==> src/adbcp_pkg.sv <==
`timescale 1ns / 1ps

package adbcp_pkg;

   // packet length limit and counter width
   localparam int BUFFER_BYTES = 64;
   localparam int COUNT_W      = 8;

   localparam logic [7:0] TERM_RESET = 8'd35;

   // characters the matchers and tokenizer look for
   localparam logic [7:0] CHAR_D     = 8'h64;
   localparam logic [7:0] CHAR_U     = 8'h75;
   localparam logic [7:0] CHAR_T     = 8'h74;
   localparam logic [7:0] CHAR_Y     = 8'h79;
   localparam logic [7:0] CHAR_B     = 8'h62;
   localparam logic [7:0] CHAR_E     = 8'h65;
   localparam logic [7:0] CHAR_P     = 8'h70;
   localparam logic [7:0] CHAR_O     = 8'h6f;
   localparam logic [7:0] CHAR_N     = 8'h6e;
   localparam logic [7:0] CHAR_F     = 8'h66;
   localparam logic [7:0] CHAR_EQ    = 8'h3d;
   localparam logic [7:0] CHAR_PLUS  = 8'h2b;
   localparam logic [7:0] CHAR_MINUS = 8'h2d;
   localparam logic [7:0] CHAR_ZERO  = 8'h30;
   localparam logic [7:0] CHAR_NINE  = 8'h39;
   localparam logic [7:0] CHAR_SPACE = 8'h20;
   localparam logic [7:0] CHAR_TAB   = 8'h09;
   localparam logic [7:0] CHAR_CR    = 8'h0d;
   localparam logic [7:0] CHAR_NUL   = 8'h00;

   localparam logic [19:0] SAT_MAX = 20'd65535;

   // tokenizer position within the '=' separated packet
   typedef enum logic [4:0] {
      TOK_BEFORE  = 5'b00001,
      TOK_FIRST   = 5'b00010,
      TOK_BETWEEN = 5'b00100,
      TOK_SECOND  = 5'b01000,
      TOK_AFTER   = 5'b10000
   } token_phase_type;

   // number decoder position
   typedef enum logic [2:0] {
      NUM_SKIP   = 3'b001,
      NUM_DIGITS = 3'b010,
      NUM_DONE   = 3'b100
   } number_phase_type;

   // one packet result, duty_update in the lowest bit
   typedef struct packed {
      logic        ended_by_length;
      logic        beep_off_seen;
      logic        beep_on_seen;
      logic        beep_level;
      logic [15:0] duty_value;
      logic        duty_update;
   } result_type;

   localparam int RESULT_W = $bits(result_type);
   localparam int RSP_W    = ((RESULT_W + 7) / 8) * 8;

   // letters of "duty"
   function automatic logic [7:0] duty_char(input logic [2:0] p);
      logic [7:0] c;
      unique case (p)
         3'd0:    c = CHAR_D;
         3'd1:    c = CHAR_U;
         3'd2:    c = CHAR_T;
         3'd3:    c = CHAR_Y;
         default: c = CHAR_NUL;
      endcase
      return c;
   endfunction

   // letters of "beep=o"
   function automatic logic [7:0] beep_char(input logic [3:0] p);
      logic [7:0] c;
      unique case (p)
         4'd0:    c = CHAR_B;
         4'd1:    c = CHAR_E;
         4'd2:    c = CHAR_E;
         4'd3:    c = CHAR_P;
         4'd4:    c = CHAR_EQ;
         4'd5:    c = CHAR_O;
         default: c = CHAR_NUL;
      endcase
      return c;
   endfunction

endpackage

==> src/adbcp_parser_core.sv <==
`timescale 1ns / 1ps

module adbcp_parser_core (
   input  logic                  clock,
   input  logic                  reset,
   input  logic                  step,
   input  logic [7:0]            rx_byte,
   input  logic [7:0]            terminator,
   output logic                  close,
   output adbcp_pkg::result_type result
);

   // packet state
   logic [adbcp_pkg::COUNT_W-1:0] count_ff, count_in;
   logic                          ended_ff, ended_in;
   logic [2:0]                    dprog_ff, dprog_in;
   logic [3:0]                    bprog_ff, bprog_in;
   logic                          fduty_ff, fduty_in;
   logic                          fon_ff, fon_in;
   logic                          foff_ff, foff_in;
   adbcp_pkg::token_phase_type    tok_ff, tok_in;
   adbcp_pkg::number_phase_type   num_ff, num_in;
   logic                          neg_ff, neg_in;
   logic [15:0]                   acc_ff, acc_in;
   logic                          beep_ff;

   logic        active, is_eq, is_digit, is_space, is_sign, restart, feed;
   logic [19:0] prod;
   logic        upd, by_term, by_len, level;

   // character classes
   assign active   = !ended_ff && (rx_byte != adbcp_pkg::CHAR_NUL);
   assign is_eq    = (rx_byte == adbcp_pkg::CHAR_EQ);
   assign is_digit = (rx_byte >= adbcp_pkg::CHAR_ZERO) && (rx_byte <= adbcp_pkg::CHAR_NINE);
   assign is_space = (rx_byte == adbcp_pkg::CHAR_SPACE) ||
                     ((rx_byte >= adbcp_pkg::CHAR_TAB) && (rx_byte <= adbcp_pkg::CHAR_CR));
   assign is_sign  = (rx_byte == adbcp_pkg::CHAR_PLUS) || (rx_byte == adbcp_pkg::CHAR_MINUS);
   assign restart  = (rx_byte == adbcp_pkg::CHAR_B);

   // accumulator times ten plus the new digit
   assign prod = {1'b0, acc_ff, 3'b000} + {3'b000, acc_ff, 1'b0} +
                 {16'd0, rx_byte[3:0] - adbcp_pkg::CHAR_ZERO[3:0]};

   // word matchers
   always_comb begin
      dprog_in = dprog_ff;
      bprog_in = bprog_ff;
      fduty_in = fduty_ff;
      fon_in   = fon_ff;
      foff_in  = foff_ff;
      ended_in = ended_ff;
      if (!ended_ff && (rx_byte == adbcp_pkg::CHAR_NUL)) begin
         ended_in = 1'b1;
      end
      if (active) begin
         if ((dprog_ff < 3'd4) && (adbcp_pkg::duty_char(dprog_ff) == rx_byte)) begin
            if (dprog_ff == 3'd3) begin
               fduty_in = 1'b1;
               dprog_in = 3'd0;
            end else begin
               dprog_in = dprog_ff + 3'd1;
            end
         end else begin
            dprog_in = {2'b00, rx_byte == adbcp_pkg::CHAR_D};
         end
         if (bprog_ff < 4'd6) begin
            bprog_in = (adbcp_pkg::beep_char(bprog_ff) == rx_byte) ? bprog_ff + 4'd1
                                                                   : {3'b000, restart};
         end else if (bprog_ff == 4'd6) begin
            if (rx_byte == adbcp_pkg::CHAR_N) begin
               fon_in   = 1'b1;
               bprog_in = 4'd0;
            end else if (rx_byte == adbcp_pkg::CHAR_F) begin
               bprog_in = 4'd7;
            end else begin
               bprog_in = {3'b000, restart};
            end
         end else begin
            if (rx_byte == adbcp_pkg::CHAR_F) begin
               foff_in  = 1'b1;
               bprog_in = 4'd0;
            end else begin
               bprog_in = {3'b000, restart};
            end
         end
      end
   end

   // tokenizer and number decoder
   always_comb begin
      logic rest_done;
      tok_in    = tok_ff;
      num_in    = num_ff;
      neg_in    = neg_ff;
      acc_in    = acc_ff;
      feed      = 1'b0;
      rest_done = 1'b0;
      if (active) begin
         unique case (tok_ff)
            adbcp_pkg::TOK_BEFORE:  if (!is_eq) tok_in = adbcp_pkg::TOK_FIRST;
            adbcp_pkg::TOK_FIRST:   if (is_eq) tok_in = adbcp_pkg::TOK_BETWEEN;
            adbcp_pkg::TOK_BETWEEN: if (!is_eq) begin
               tok_in = adbcp_pkg::TOK_SECOND;
               feed   = 1'b1;
            end
            adbcp_pkg::TOK_SECOND: if (is_eq) begin
               tok_in = adbcp_pkg::TOK_AFTER;
            end else begin
               feed = 1'b1;
            end
            default: ;
         endcase
      end
      if (feed) begin
         if (num_ff == adbcp_pkg::NUM_SKIP) begin
            if (is_space) begin
               rest_done = 1'b1;
            end else if (is_sign) begin
               neg_in    = (rx_byte == adbcp_pkg::CHAR_MINUS);
               num_in    = adbcp_pkg::NUM_DIGITS;
               rest_done = 1'b1;
            end else begin
               num_in = is_digit ? adbcp_pkg::NUM_DIGITS : adbcp_pkg::NUM_DONE;
            end
         end
         if (!rest_done && (num_in == adbcp_pkg::NUM_DIGITS)) begin
            if (is_digit) begin
               acc_in = (prod > adbcp_pkg::SAT_MAX) ? adbcp_pkg::SAT_MAX[15:0] : prod[15:0];
            end else begin
               num_in = adbcp_pkg::NUM_DONE;
            end
         end
      end
   end

   // packet close and result
   assign count_in = count_ff + {{(adbcp_pkg::COUNT_W-1){1'b0}}, 1'b1};
   assign by_term  = (rx_byte == terminator);
   assign by_len   = (count_in >= adbcp_pkg::COUNT_W'(adbcp_pkg::BUFFER_BYTES));
   assign close    = by_term || by_len;
   assign upd      = fduty_in && ((tok_in == adbcp_pkg::TOK_SECOND) ||
                                  (tok_in == adbcp_pkg::TOK_AFTER));
   assign level    = foff_in ? 1'b0 : (fon_in ? 1'b1 : beep_ff);

   always_comb begin
      result.duty_update     = upd;
      result.duty_value      = (upd && !neg_in) ? acc_in : 16'd0;
      result.beep_level      = level;
      result.beep_on_seen    = fon_in;
      result.beep_off_seen   = foff_in;
      result.ended_by_length = !by_term;
   end

   // state registers, cleared when a packet closes
   always_ff @(posedge clock) begin
      if (reset || (step && close)) begin
         count_ff <= '0;
         ended_ff <= 1'b0;
         dprog_ff <= 3'd0;
         bprog_ff <= 4'd0;
         fduty_ff <= 1'b0;
         fon_ff   <= 1'b0;
         foff_ff  <= 1'b0;
         tok_ff   <= adbcp_pkg::TOK_BEFORE;
         num_ff   <= adbcp_pkg::NUM_SKIP;
         neg_ff   <= 1'b0;
         acc_ff   <= 16'd0;
      end else if (step) begin
         count_ff <= count_in;
         ended_ff <= ended_in;
         dprog_ff <= dprog_in;
         bprog_ff <= bprog_in;
         fduty_ff <= fduty_in;
         fon_ff   <= fon_in;
         foff_ff  <= foff_in;
         tok_ff   <= tok_in;
         num_ff   <= num_in;
         neg_ff   <= neg_in;
         acc_ff   <= acc_in;
      end
   end

   // beeper level persists across packets
   always_ff @(posedge clock) begin
      if (reset) begin
         beep_ff <= 1'b0;
      end else if (step && close) begin
         beep_ff <= level;
      end
   end

endmodule

==> src/ascii_duty_beep_command_parser.sv <==
`timescale 1ns / 1ps
// ASCII duty and beeper command parser.
// req_ channel: one received serial byte per item in req_tdata[7:0].
// rsp_ channel: one item per closed packet with the decoded duty value and
// beeper state. A packet closes on the terminator byte (csr_wr_data written
// with csr_wr_en, reset value '#') or on the byte that fills the 64 byte buffer.
// A byte is registered on acceptance and parsed from the input register against
// the running match, token and number state; a closing byte pushes its result
// into a two-entry output queue.
// Throughput: one byte per cycle, set by the single parse stage, except that a
// closing byte waits while both queue entries are taken.
// A result reaches rsp_tvalid through the input register and the output queue.
// Reset: packet state cleared, beeper off, terminator back to '#', queue empty.
// Stall: while rsp_tready is low results wait in the queue; bytes that close
// no packet keep flowing, and a closing byte waits in the input register
// (req_tready low) only when both queue entries are taken.

module ascii_duty_beep_command_parser (
   input  logic                         clock,
   input  logic                         reset,
   // req_tdata: rx_byte[7:0]
   input  logic                         req_tvalid,
   output logic                         req_tready,
   input  logic [7:0]                   req_tdata,
   // rsp_tdata: duty_update[0], duty_value[16:1], beep_level[17],
   // beep_on_seen[18], beep_off_seen[19], ended_by_length[20], zero[23:21]
   output logic                         rsp_tvalid,
   input  logic                         rsp_tready,
   output logic [adbcp_pkg::RSP_W-1:0]  rsp_tdata,
   input  logic                         csr_wr_en,
   input  logic [7:0]                   csr_wr_data
);

   logic [7:0]            term_val_ff;
   logic                  in_valid_ff, in_valid_in;
   logic [7:0]            in_byte_ff;
   logic                  close, fire, push, pop;
   adbcp_pkg::result_type result;
   adbcp_pkg::result_type queue_mem [2];
   logic                  wr_ptr_ff, rd_ptr_ff;
   logic [1:0]            cnt_ff;

   // terminator register
   always_ff @(posedge clock) begin
      if (reset) begin
         term_val_ff <= adbcp_pkg::TERM_RESET;
      end else if (csr_wr_en) begin
         term_val_ff <= csr_wr_data;
      end
   end

   // input register
   assign fire        = in_valid_ff && (!close || (cnt_ff != 2'd2));
   assign req_tready  = !in_valid_ff || fire;
   assign in_valid_in = (req_tvalid && req_tready) ? 1'b1 : (fire ? 1'b0 : in_valid_ff);

   always_ff @(posedge clock) begin
      if (reset) begin
         in_valid_ff <= 1'b0;
      end else begin
         in_valid_ff <= in_valid_in;
      end
   end

   always_ff @(posedge clock) begin
      if (req_tvalid && req_tready) begin
         in_byte_ff <= req_tdata;
      end
   end

   // parse stage
   adbcp_parser_core u_core (
      .clock      (clock),
      .reset      (reset),
      .step       (fire),
      .rx_byte    (in_byte_ff),
      .terminator (term_val_ff),
      .close      (close),
      .result     (result)
   );

   // output queue
   assign push = fire && close;
   assign pop  = rsp_tvalid && rsp_tready;

   always_ff @(posedge clock) begin
      if (reset) begin
         wr_ptr_ff <= 1'b0;
         rd_ptr_ff <= 1'b0;
         cnt_ff    <= 2'd0;
      end else begin
         if (push) begin
            wr_ptr_ff <= !wr_ptr_ff;
         end
         if (pop) begin
            rd_ptr_ff <= !rd_ptr_ff;
         end
         cnt_ff <= cnt_ff + {1'b0, push} - {1'b0, pop};
      end
   end

   always_ff @(posedge clock) begin
      if (push) begin
         queue_mem[wr_ptr_ff] <= result;
      end
   end

   assign rsp_tvalid = (cnt_ff != 2'd0);
   assign rsp_tdata  = {{(adbcp_pkg::RSP_W - adbcp_pkg::RESULT_W){1'b0}}, queue_mem[rd_ptr_ff]};

endmodule

==> config.mk <==
export PLATFORM = sky130hd
export DESIGN_NAME = ascii_duty_beep_command_parser
export DESIGN_NICKNAME = d
export VERILOG_FILES = /design/src/adbcp_pkg.sv /design/src/adbcp_parser_core.sv /design/src/ascii_duty_beep_command_parser.sv
export SDC_FILE = /design/constraint.sdc
export NUM_CORES = 1
export LEC_CHECK = 0
export BUFFER_PORTS_ARGS = -buffer_cell sky130_fd_sc_hd__buf_2
export CORE_ASPECT_RATIO = 0.8
export CORE_UTILIZATION = 50
export CTS_BUF_LIST = sky130_fd_sc_hd__clkbuf_2 sky130_fd_sc_hd__clkbuf_4 sky130_fd_sc_hd__clkbuf_8
export DETAILED_ROUTE_END_ITERATION = 7
export PLACE_DENSITY = 0.69
export SLEW_MARGIN = 20
export SYNTH_ARGS = -nofsm -noshare
export SYNTH_HDL_FRONTEND = slang
export SYNTH_HIERARCHICAL = 1
export SYNTH_SLANG_ARGS = --single-unit
==> constraint.sdc <==
create_clock -name clock -period 3.6 [get_ports clock]
set_input_delay 1.08 -clock clock [delete_from_list [all_inputs] [get_ports clock]]
set_output_delay 1.08 -clock clock [all_outputs]
set_load 0.01 [all_outputs]
# Word level (Yosys, flattened, before mapping)
# Memories as Yosys holds them, arrays and structs flattened. A register that Yosys moved wholly into a read port is not among the register bits.
# Index checks and enable logic that the tools add are counted.
# totals
register_bits	66
inputBits	21
out_inout_bits	26
n_memories	1
mem_bits_rw	42
# classes
n_addsub	7
eq_ne	29
n_lt_le_gt_ge	8
n_reduce_logical	38
muxes	61
# mem_list
name	depth	word_bits	rd	rd_ports_with_merged_regs	write_ports	line_no	rtl
queue_mem	2	21	1	1	1	ascii_duty_beep_command_parser.sv:39	adbcp_pkg::result_type queue_mem [2];
# op_table
operator	count
two-way mux 16 bit	5
one-hot mux 7 bit (5 select lines)	1
equality test 8 x 6 -> 1 bit (second input constant)	4
equality test 8 x 7 -> 1 bit (second input constant)	4
two-way mux 1 bit	31
two-way mux 3 bit	10
one-hot mux 7 bit (4 select lines)	1
two-way mux 5 bit	5
equality test 8 bit	3
two-way mux 8 bit	3
adder 19 x 17 -> 20 bit	1
adder 20 x 4 -> 20 bit	1
> comparator 20 x 16 -> 1 bit (second input constant)	1
one-hot mux 5 bit (4 select lines)	1
two-way mux 4 bit	4
equality test 4 x 3 -> 1 bit (second input constant)	3
logical AND 1 bit	12
equality test 5 x 4 -> 1 bit (second input constant)	2
equality test 3 x 2 -> 1 bit (second input constant)	3
adder 8 x 1 -> 8 bit (second input constant)	1
equality test 4 x 2 -> 1 bit (second input constant)	2
>= comparator 8 x 4 -> 1 bit (second input constant)	1
>= comparator 8 x 6 -> 1 bit (second input constant)	1
>= comparator 8 x 7 -> 1 bit (second input constant)	1
24 further kinds	42

# Depth between registers and ports, before layout
# Gate-level depths: netlist (run 1).
# depth
depth_word	12
mapped_depth	12

# Modules after synthesis
# The synthesis (run 1) kept the hierarchy.
# modules_own_cells
module	cells_per_inst	area_each_um2	instances
adbcp_parser_core	555	4433.0	1
ascii_duty_beep_command_parser	136	2363.5	1

# Worst setup path after synthesis (run 1)
# No wires, ideal clock.
# synth_path
path_kind	flip-flop to flip-flop
from	register in_byte_ff[1]
to	memory queue_mem[1][0] in the netlist's numbering (enable)
t_arrival_ps	3162
path_slack_ps	8
synth_period_minus_slack_ps	3592
setup_time_ps	430
t_required_ps	3170
stages_incl_launch_ff	8
cell_sequence	edfxtp_1 -> buf_2 -> xor2_1 -> nor4_1 -> nand2_1 -> o21ai_0 -> nand2_1 -> nor3b_1
# synth_via
elab_chain_cells	8
# synth_rtl
element	line_no	rtl
start: declaration	ascii_duty_beep_command_parser.sv:36	logic [7:0] in_byte_ff;
start signal: assignment	ascii_duty_beep_command_parser.sv:67	in_byte_ff <= req_tdata;
equality test 8 bit (*)	adbcp_parser_core.sv:138	assign by_term = (rx_byte == terminator);
logical OR 1 bit (*)	adbcp_parser_core.sv:140	assign close = by_term || by_len;
via close	ascii_duty_beep_command_parser.sv:37	logic close, fire, push, pop;
zero test 1 bit	ascii_duty_beep_command_parser.sv:53	assign fire = in_valid_ff && (!close || (cnt_ff != 2'd2));
logical OR 1 bit	ascii_duty_beep_command_parser.sv:53	
logical AND 1 bit	ascii_duty_beep_command_parser.sv:53	
logical AND 1 bit (*)	ascii_duty_beep_command_parser.sv:83	assign push = fire && close;
two-way mux 1 bit (*)	ascii_duty_beep_command_parser.sv:103	if (push) begin
two-way mux 1 bit (not written as such) (*)	ascii_duty_beep_command_parser.sv:104	queue_mem[wr_ptr_ff] <= result;
end: declaration	ascii_duty_beep_command_parser.sv:39	
# The timed path passes the listed nets; every way through them passes the cells marked *.

==> flow_metrics.tcl, run 1 <==
set metrics [dict create \
    cts.clk_slew.worst_paths_ns 0.12 \
    design_power_total_mw 2.47 \
    cp-start-kind "register" \
    tns_ns 0 \
    fin_nets 780 \
    crit_type "register to register" \
    fmax_mhz 301 \
    synth_seq_cells 109 \
    place_area_um2 7090 \
    status "finished, final reports clean" \
    dp.cells 880 \
    power_density_nw_per_um2 338 \
    synthTopCellsByArea "edfxtp_1 (22%), dfxtp_1 (17%), ha_1 (7.5%)" \
    arrival_ns 3.44 \
    instances_no_fill 896 \
    via_per_inst 5.88 \
    clockRootBuffer "clkbuf_8" \
    critPathTopFamily "compound AO/OA/AOI/OAI gates" \
    final_layout_size_suffix_gt1_share_pct 21.2 \
    grt_overflow 0 \
    critical_path.max_fanout 32 \
    synth-edff-count 50 \
    critical_path.max_stage_delay_ns 0.54 \
    synth_top_area_share_pct 22.1 \
    final_cell_mix "nor2_1 (89), dfxtp_1 (59), edfxtp_1 (50)" \
    syn_area_um2 6800 \
    fin_crit_sh_pct 92.3 \
    gp_congestion 0.874 \
    fp.dieH_um 106 \
    num_vias 5264 \
    slew_violations 0 \
    initial_utilization_pct 52.1 \
    cp.required_ns 3.72 \
    maxSlewHeadroom_pct 50.1 \
    finalSetupViolations 0 \
    core_area_um2 13100 \
    finClkSkew_ns 0.0149 \
    clockBufferDepth 2 \
    route.detailed.drc 0 \
    stdcell_area_um2 7310 \
    leakagePower_nw 2.99 \
    ys_types 80 \
    ir_worst_vdd_uv 230 \
    rsz0062_at_grt "no" \
    antenna_found_initial 0 \
    cpMaxStageDelayCell "fa_1" \
    port_buffers 43 \
    dr.pass1.iters 5 \
    setup_ws_ns 0.279 \
    grt_max_degree 33 \
    async_flop_share_pct 0 \
    synth_top_flop_cell "dfxtp_1" \
    clock_sinks 109 \
    hp-class "register to register" \
    ctsHoldBuffers 0 \
    h-tree-depth 3 \
    ys_warn_count 6 \
    dp_slack_ns 0.299 \
    cts_tree "yes" \
    wire_per_inst_um 17.0 \
    hold_viol_final 0 \
    drtIter0Drc 460 \
    drv_cap 0 \
    final_common_cell "nor2_1" \
    numCtsBuffers 9 \
    timing_worst_slew_pin_value_ns 0.738 \
    syn_area_per_cell_um2 9.84 \
    die_w_um 132 \
    netlist.top_cell.by_area "edfxtp_1" \
    rows 37 \
    crit_buf_inv 1 \
    wirelength_um 15200 \
    ant_nets 0 \
    area_delta_synth_final_pct 7.53 \
    io_pins 47 \
    path_cells "fa_1 -> ha_1 -> a211oi_1 -> o31a_2 -> o22ai_1 -> a221oi_2 -> xnor2_1 -> nor4_4 -> buf_12 -> a311oi_1" \
    first_global_vias 4904 \
    clk_latency_ns 0.38 \
    die-area_um2 14100 \
    hpwlAfterDp_um 11000 \
    ys_seq_area_share_pct 39.5 \
    diodes 0 \
    end_kind "register" \
    grt_usage_pct 22.6 \
    syn_inst 691 \
    layout_min_cycle_time_ns 3.32 \
    grt_pass1_wl_um 25300 \
]
-- cell families after synthesis --
family / after synthesis / share of synthesized area, %
fa+ha+maj: 43 / 8.14
simple gates: 222 / 16.8
buf+inv: 69 / 5.47
mux: 39 / 6.15
flops: 109 / 39.5
other cells: 1 / 0.0552
compound gates: 171 / 19.1
xor+xnor: 37 / 4.77
-- what timing repair did --
item / CTS / global route
gates resized for setup: 0 / 2
endpoints found under the setup margin: 0 / 1
setup buffers: 0 / 0
-- per-layer routing --
| layer | track usage, % | part of all wire (%) |
|---|---|---|
| met5 | 0 | 0 |
| met4 | 4.52 | 0.49 |
| met3 | 4.43 | 6.7 |
| met2 | 33.0 | 42 |
| met1 | 34.2 | 51 |
-- stage by stage --
stage	hold WS, ns	util (%)
2_1_floorplan	0.438	-
3_3_place_gp	0.453	54.3
3_5_place_dp	0.464	54.3
4_1_cts	0.485	56.0
5_1_grt	0.520	56.0
6_report	0.490	56.0
-- layout make-up --
class                           count  area (um2)
Sequential cell                   109        2680
Multi-Input combinational cell    515        3770
Clock inverter                      7        88.8
Fill cell                        1127        5750
Inverter                           23        86.3
Timing Repair Buffer               58         340
Tap cell                          175         219
Clock buffer                        9         124
-- state kept, by name (all words and copies together), names as in the netlist, 2 cells and up, named ones only --
signal,cells
u_core/count_ff,8
u_core/tok_ff,5
cnt_ff,2
in_byte_ff,8
u_core/num_ff,3
queue_mem,42
u_core/acc_ff,16
u_core/dprog_ff,3
u_core/bprog_ff,4
term_val_ff,8
-- Yosys cell counts (all sizes together), types with 2 or more instances --
cell type   n
a211o       3
a211oi     19
a21o        5
a21oi      46
a221oi      5
a311oi      4
a31oi      10
a41oi       4
and2        3
and3        4
buf        34
clkbuf     12
dfxtp      59
edfxtp     50
fa          2
ha         41
inv        23
mux2       22
mux2i      17
nand2      40
nand2b      7
nand3      14
nand4       8
nor2       90
nor2b       6
nor3       23
nor3b       5
nor4        7
nor4b       2
o2111a      2
o211ai      3
o21a        9
o21ai      35
o21bai      6
o311a       3
o31a        2
o31ai       5
or2         4
or3         3
xnor2      17
xor2       20
-- power breakdown --
part,total [mW],switching [mW],leakage [nW],internal [mW]
registers,1.34,0.0310,0.950,1.31
logic,0.364,0.196,1.93,0.167
clock network,0.764,0.481,0.106,0.283
-- worst paths after layout --
path / start / cells past startpoint / slack, ns / to
max reg2reg: in_byte_ff[3] / 10 / 0.28 / queue_mem[0][14]
min: u_core/num_ff[2] / 1 / 0.49 / u_core/num_ff[2]
max: in_byte_ff[3] / 10 / 0.28 / queue_mem[0][14]
min reg2reg: u_core/num_ff[2] / 1 / 0.49 / u_core/num_ff[2]
Note: power is estimated with default switching activity, not from simulation.
==> inputs of run 2 (changes only) <==
Settings changed: CORE_UTILIZATION 50 to 57, PLACE_DENSITY 0.69 to 0.77.
==> flow_metrics.tcl, run 2 (synthesis results as in run 1) <==
set metrics [dict create \
    dp.cells 853 \
    grt_overflow 0 \
    cp-start-kind "register" \
    whs_path_depth 2 \
    hold_viol_final 0 \
    area_delta_synth_final_pct 7.07 \
    maxSlewHeadroom_pct 41.4 \
    gp_congestion 0.946 \
    arrival_ns 3.52 \
    finalCoreUtilization_pct 62.9 \
    rows 35 \
    via_per_inst 6.24 \
    power_density_nw_per_um2 340 \
    worstHoldStart "u_core/fduty_ff" \
    num_vias 5432 \
    critical_path.max_fanout 32 \
    critical_path.max_stage_delay_ns 0.56 \
    clk_latency_ns 0.39 \
    grt_max_degree 33 \
    initial_utilization_pct 58.8 \
    ant_nets 0 \
    path_cells "fa_1 -> ha_1 -> a211oi_1 -> o31a_2 -> o22ai_1 -> a221oi_2 -> xnor2_1 -> nor4_4 -> buf_12 -> a211oi_1" \
    drtIter0Drc 475 \
    largest_reg_flops 42 \
    core_area_um2 11600 \
    slew_violations 0 \
    rsz0062_at_grt "no" \
    fin_crit_sh_pct 94.8 \
    final_layout_size_suffix_gt1_share_pct 21.4 \
    finalSetupViolations 0 \
    die_w_um 124 \
    final_cell_mix "nor2_1 (89), dfxtp_1 (59), edfxtp_1 (50)" \
    r2r-end "queue_mem[1][1]" \
    layout_min_cycle_time_ns 3.41 \
    io_pins 47 \
    h-tree-depth 3 \
    cts.clk_slew.worst_paths_ns 0.11 \
    reg2reg_from "in_byte_ff[3]" \
    critPathTopFamily "compound AO/OA/AOI/OAI gates" \
    crit_buf_inv 1 \
    hp-class "register to register" \
    clock_sinks 109 \
    design_power_total_mw 2.47 \
    fmax_mhz 293 \
    final_common_cell "nor2_1" \
    grt_pass1_wl_um 24900 \
    antenna_found_initial 0 \
    instances_no_fill 871 \
    first_global_vias 4909 \
    wire_per_inst_um 17.9 \
    clockRootBuffer "clkbuf_8" \
    wirelength_um 15600 \
    multi_input_area_um2 3770 \
    crit_type "register to register" \
    leakagePower_nw 3.00 \
    cp.required_ns 3.71 \
    ir_worst_vdd_uv 304 \
    fp.dieH_um 99.7 \
    dr.pass1.iters 5 \
    r2r_cells 10 \
    regMostFlops "queue_mem" \
    hpwlAfterDp_um 11300 \
    cts_tree "yes" \
    r2r_setup_slack_ns 0.19 \
    port_buffers 43 \
    finClkSkew_ns 0.0153 \
    grt_usage_pct 26.0 \
    die-area_um2 12400 \
    tns_ns 0 \
    ctsHoldBuffers 0 \
    numCtsBuffers 9 \
    drv_cap 0 \
    clockBufferDepth 2 \
    cp_common_cell "a211oi_1" \
    route.detailed.drc 0 \
    holdPathEnd "u_core/fduty_ff" \
    reg.largest.list "queue_mem: 42 flops, u_core/acc_ff: 16 flops" \
    timing_worst_slew_pin_value_ns 0.880 \
    fillCellCount 961 \
    fin_nets 782 \
    cpMaxStageDelayCell "fa_1" \
    diodes 0 \
    status "finished, final reports clean" \
    end_kind "register" \
    seqCellArea_um2 2680 \
]
==> run 2: worst max-delay path by stage <==
stage,slack (ns),endpoint,cells after the start,startpoint
after detailed placement,0.22,queue_mem[1][15],10,in_byte_ff[3]
after floorplan,0.008,queue_mem[1][0],7,in_byte_ff[1]
after global routing,0.06,queue_mem[0][15],10,in_byte_ff[3]
after CTS,0.11,req_tready,6,in_byte_ff[6]
after global placement,0.37,queue_mem[0][14],10,in_byte_ff[3]
final,0.19,queue_mem[1][1],10,in_byte_ff[3]
==> run 2: power breakdown <==
part           internal, mW  switching (mW)
registers              1.31          0.0427
logic                 0.169           0.189
clock network         0.282           0.480
total                  1.76           0.711
==> run 2: metal layers <==
metal / wire length [um] / part of all wire, % / up-vias / global-route usage [%]
li1: - / - / 2561 / -
met1: 7390 / 47 / 2596 / 39.0
met2: 6880 / 44 / 257 / 39.0
met3: 1180 / 7.6 / 18 / 3.84
met4: 163 / 1.0 / 0 / 6.23
met5: 0 / 0 / - / 0
==> run 2: worst register-to-register path: stages (launching register included) <==
cell      delay, ns
edfxtp_1       0.44
fa_1           0.56
ha_1           0.36
a211oi_1       0.28
o31a_2         0.25
o22ai_1        0.11
a221oi_2       0.29
xnor2_1        0.13
nor4_4         0.34
buf_12         0.25
a211oi_1       0.14
==> run 2: through the flow <==
step	cell area, um2	setup WS (ns)	hold WS (ns)
detailed placement	7060	0.216	0.458
global route	7280	0.0562	0.502
floorplan	6800	0.00797	0.438
CTS	7260	0.112	0.483
global placement	7060	0.366	0.452
finish	7280	0.188	0.481
==> run 2: cell type report <==
class                           instances  area share, %
Multi-Input combinational cell        515           51.8
Sequential cell                       109           36.9
Timing Repair Buffer                   60           4.88
Tap cell                              148           2.54
Clock buffer                            9           1.70
Inverter                               23           1.19
Clock inverter                          7           1.05
==> run 2: timing repair <==
item                       CTS  global route
resized for setup            0             2
hold endpoints to repair     0             0
buffers inserted             0             2
setup endpoints to repair    0             1
==> inputs of run 3 (changes only) <==
Settings changed: ABC_AREA set to 1.
==> flow_metrics.tcl, run 3 <==
set metrics [dict create \
    status "finished, final reports clean" \
    drv_cap 0 \
    critical_path.max_fanout 7 \
    final_cell_mix "nand2_1 (194), inv_1 (92), nor2_1 (83)" \
    syn_area_um2 6750 \
    final_layout_size_suffix_gt1_share_pct 15.2 \
    die-area_um2 12300 \
    cts_tree "yes" \
    first_global_vias 4956 \
    fillCellCount 1026 \
    timing_worst_slew_pin_value_ns 0.553 \
    largest_reg_flops 42 \
    setup_ws_ns 0.232 \
    num_vias 5555 \
    end_kind "output port" \
    seqCellArea_um2 2680 \
    via_per_inst 5.36 \
    final_common_cell "nand2_1" \
    syn_inst 846 \
    area_delta_synth_final_pct 7.55 \
    power_density_nw_per_um2 398 \
    post_cts_resized 0 \
    route.detailed.drc 0 \
    place_area_um2 7060 \
    hpwlAfterDp_um 10400 \
    postCtsSetupBuffers 0 \
    clk_latency_ns 0.38 \
    crit_type "register to output port" \
    syn_area_per_cell_um2 7.97 \
    fp.dieH_um 99.3 \
    grt_max_degree 43 \
    diodes 0 \
    wirelength_um 14300 \
    design_power_total_mw 2.89 \
    core_area_um2 11500 \
    fin_crit_sh_pct 93.6 \
    dp.cells 1020 \
    ys_seq_area_share_pct 39.8 \
    instances_no_fill 1036 \
    hp-class "register to register" \
    rsz0062_at_grt "no" \
    ctsHoldBuffers 0 \
    synth_top_area_share_pct 22.3 \
    fin_nets 947 \
    clockRootBuffer "clkbuf_8" \
    synth_top_flop_cell "dfxtp_1" \
    cp-start-kind "register" \
    ys_types 50 \
    clockBufferDepth 2 \
    synth_seq_cells 109 \
    slew_violations 0 \
    gp_congestion 0.913 \
    ir_worst_vdd_uv 302 \
    finalCoreUtilization_pct 63.0 \
    holdWs_ns 0.479 \
    arrival_ns 2.29 \
    tns_ns 0 \
    grt_pass1_wl_um 23400 \
    layout_min_cycle_time_ns 3.37 \
    antenna_found_initial 0 \
    cts.clk_slew.worst_paths_ns 0.11 \
    stdcell_area_um2 7250 \
    async_flop_share_pct 0 \
    clock_sinks 109 \
    hold_viol_final 0 \
    reg.largest.list "queue_mem: 42 flops, u_core/acc_ff: 16 flops" \
    ant_nets 0 \
    port_buffers 43 \
    numCtsBuffers 9 \
    yosysMostFrequentCell "nand2_1" \
    synth-edff-count 50 \
    die_w_um 124 \
    multi_input_area_um2 3540 \
    leakagePower_nw 3.44 \
    cp.required_ns 2.52 \
    rows 35 \
    wire_per_inst_um 13.8 \
    synthTopCellsByArea "edfxtp_1 (22%), dfxtp_1 (18%), nand2_1 (11%)" \
    dp_slack_ns 0.537 \
    drtIter0Drc 401 \
    fmax_mhz 297 \
    netlist.top_cell.by_area "edfxtp_1" \
    dr.pass1.iters 5 \
    ys_warn_count 6 \
    h-tree-depth 3 \
    maxSlewHeadroom_pct 63.1 \
    synth_commonest_cells "nand2_1 (194), inv_1 (92), nor2_1 (85), dfxtp_1 (59)" \
    grt_overflow 0 \
    io_pins 47 \
    finClkSkew_ns 0.0124 \
    initial_utilization_pct 58.6 \
    finalSetupViolations 0 \
    regMostFlops "queue_mem" \
    grt_usage_pct 24.4 \
]
-- run 3: power by group --
part / internal (mW) / total [mW] / switching, mW
combinational: 0.287 / 0.726 / 0.439
clock: 0.274 / 0.742 / 0.468
sequential: 1.36 / 1.42 / 0.0634
-- run 3: final cells by class --
type | count | area share [%]
clock buffer | 9 | 1.71
clock inverter | 7 | 0.983
inverter | 100 | 5.24
multi-input combinational | 612 | 48.7
sequential | 109 | 37.0
tap | 148 | 2.55
timing repair buffer | 51 | 3.79
-- run 3: logic make-up (layout without fill, tap and decap cells) --
kind of cell / after synthesis / in the layout / share of synthesized area, %
and+or+nand+nor: 395 / 395 / 26.6
buffers and inverters: 127 / 167 / 8.22
DFF: 109 / 109 / 39.8
other: 1 / 3 / 0.0556
muxes: 21 / 21 / 3.51
xor gates and xnor gates: 30 / 30 / 3.90
AOI/OAI and AO/OA: 120 / 120 / 9.76
adders and majority gates: 43 / 43 / 8.20
-- run 3: worst paths after layout --
path,start,to,slack (ns),cells after the start
worst max-delay path,in_byte_ff[1],req_tready,0.23,6
worst min-delay path,u_core/beep_ff,u_core/beep_ff,0.48,2
worst max register to register,in_byte_ff[2],queue_mem[0][9],0.46,18
worst min register to register,u_core/beep_ff,u_core/beep_ff,0.48,2
-- run 3: metal layers --
layer | track usage, % | part of all wire (%) | vias up
li1 | - | - | 2854
met1 | 33.2 | 47 | 2517
met2 | 39.7 | 47 | 169
met3 | 4.19 | 5.3 | 15
met4 | 7.32 | 1.3 | 0
met5 | 0 | 0 | -
-- run 3: worst max-delay path: stages (launching register included) --
cell and delay (ns):
edfxtp_1 0.55, or2_2 0.34, a21oi_1 0.14, nand4_1 0.18, nand3_1 0.31, nand4_1 0.20, buf_2 0.18
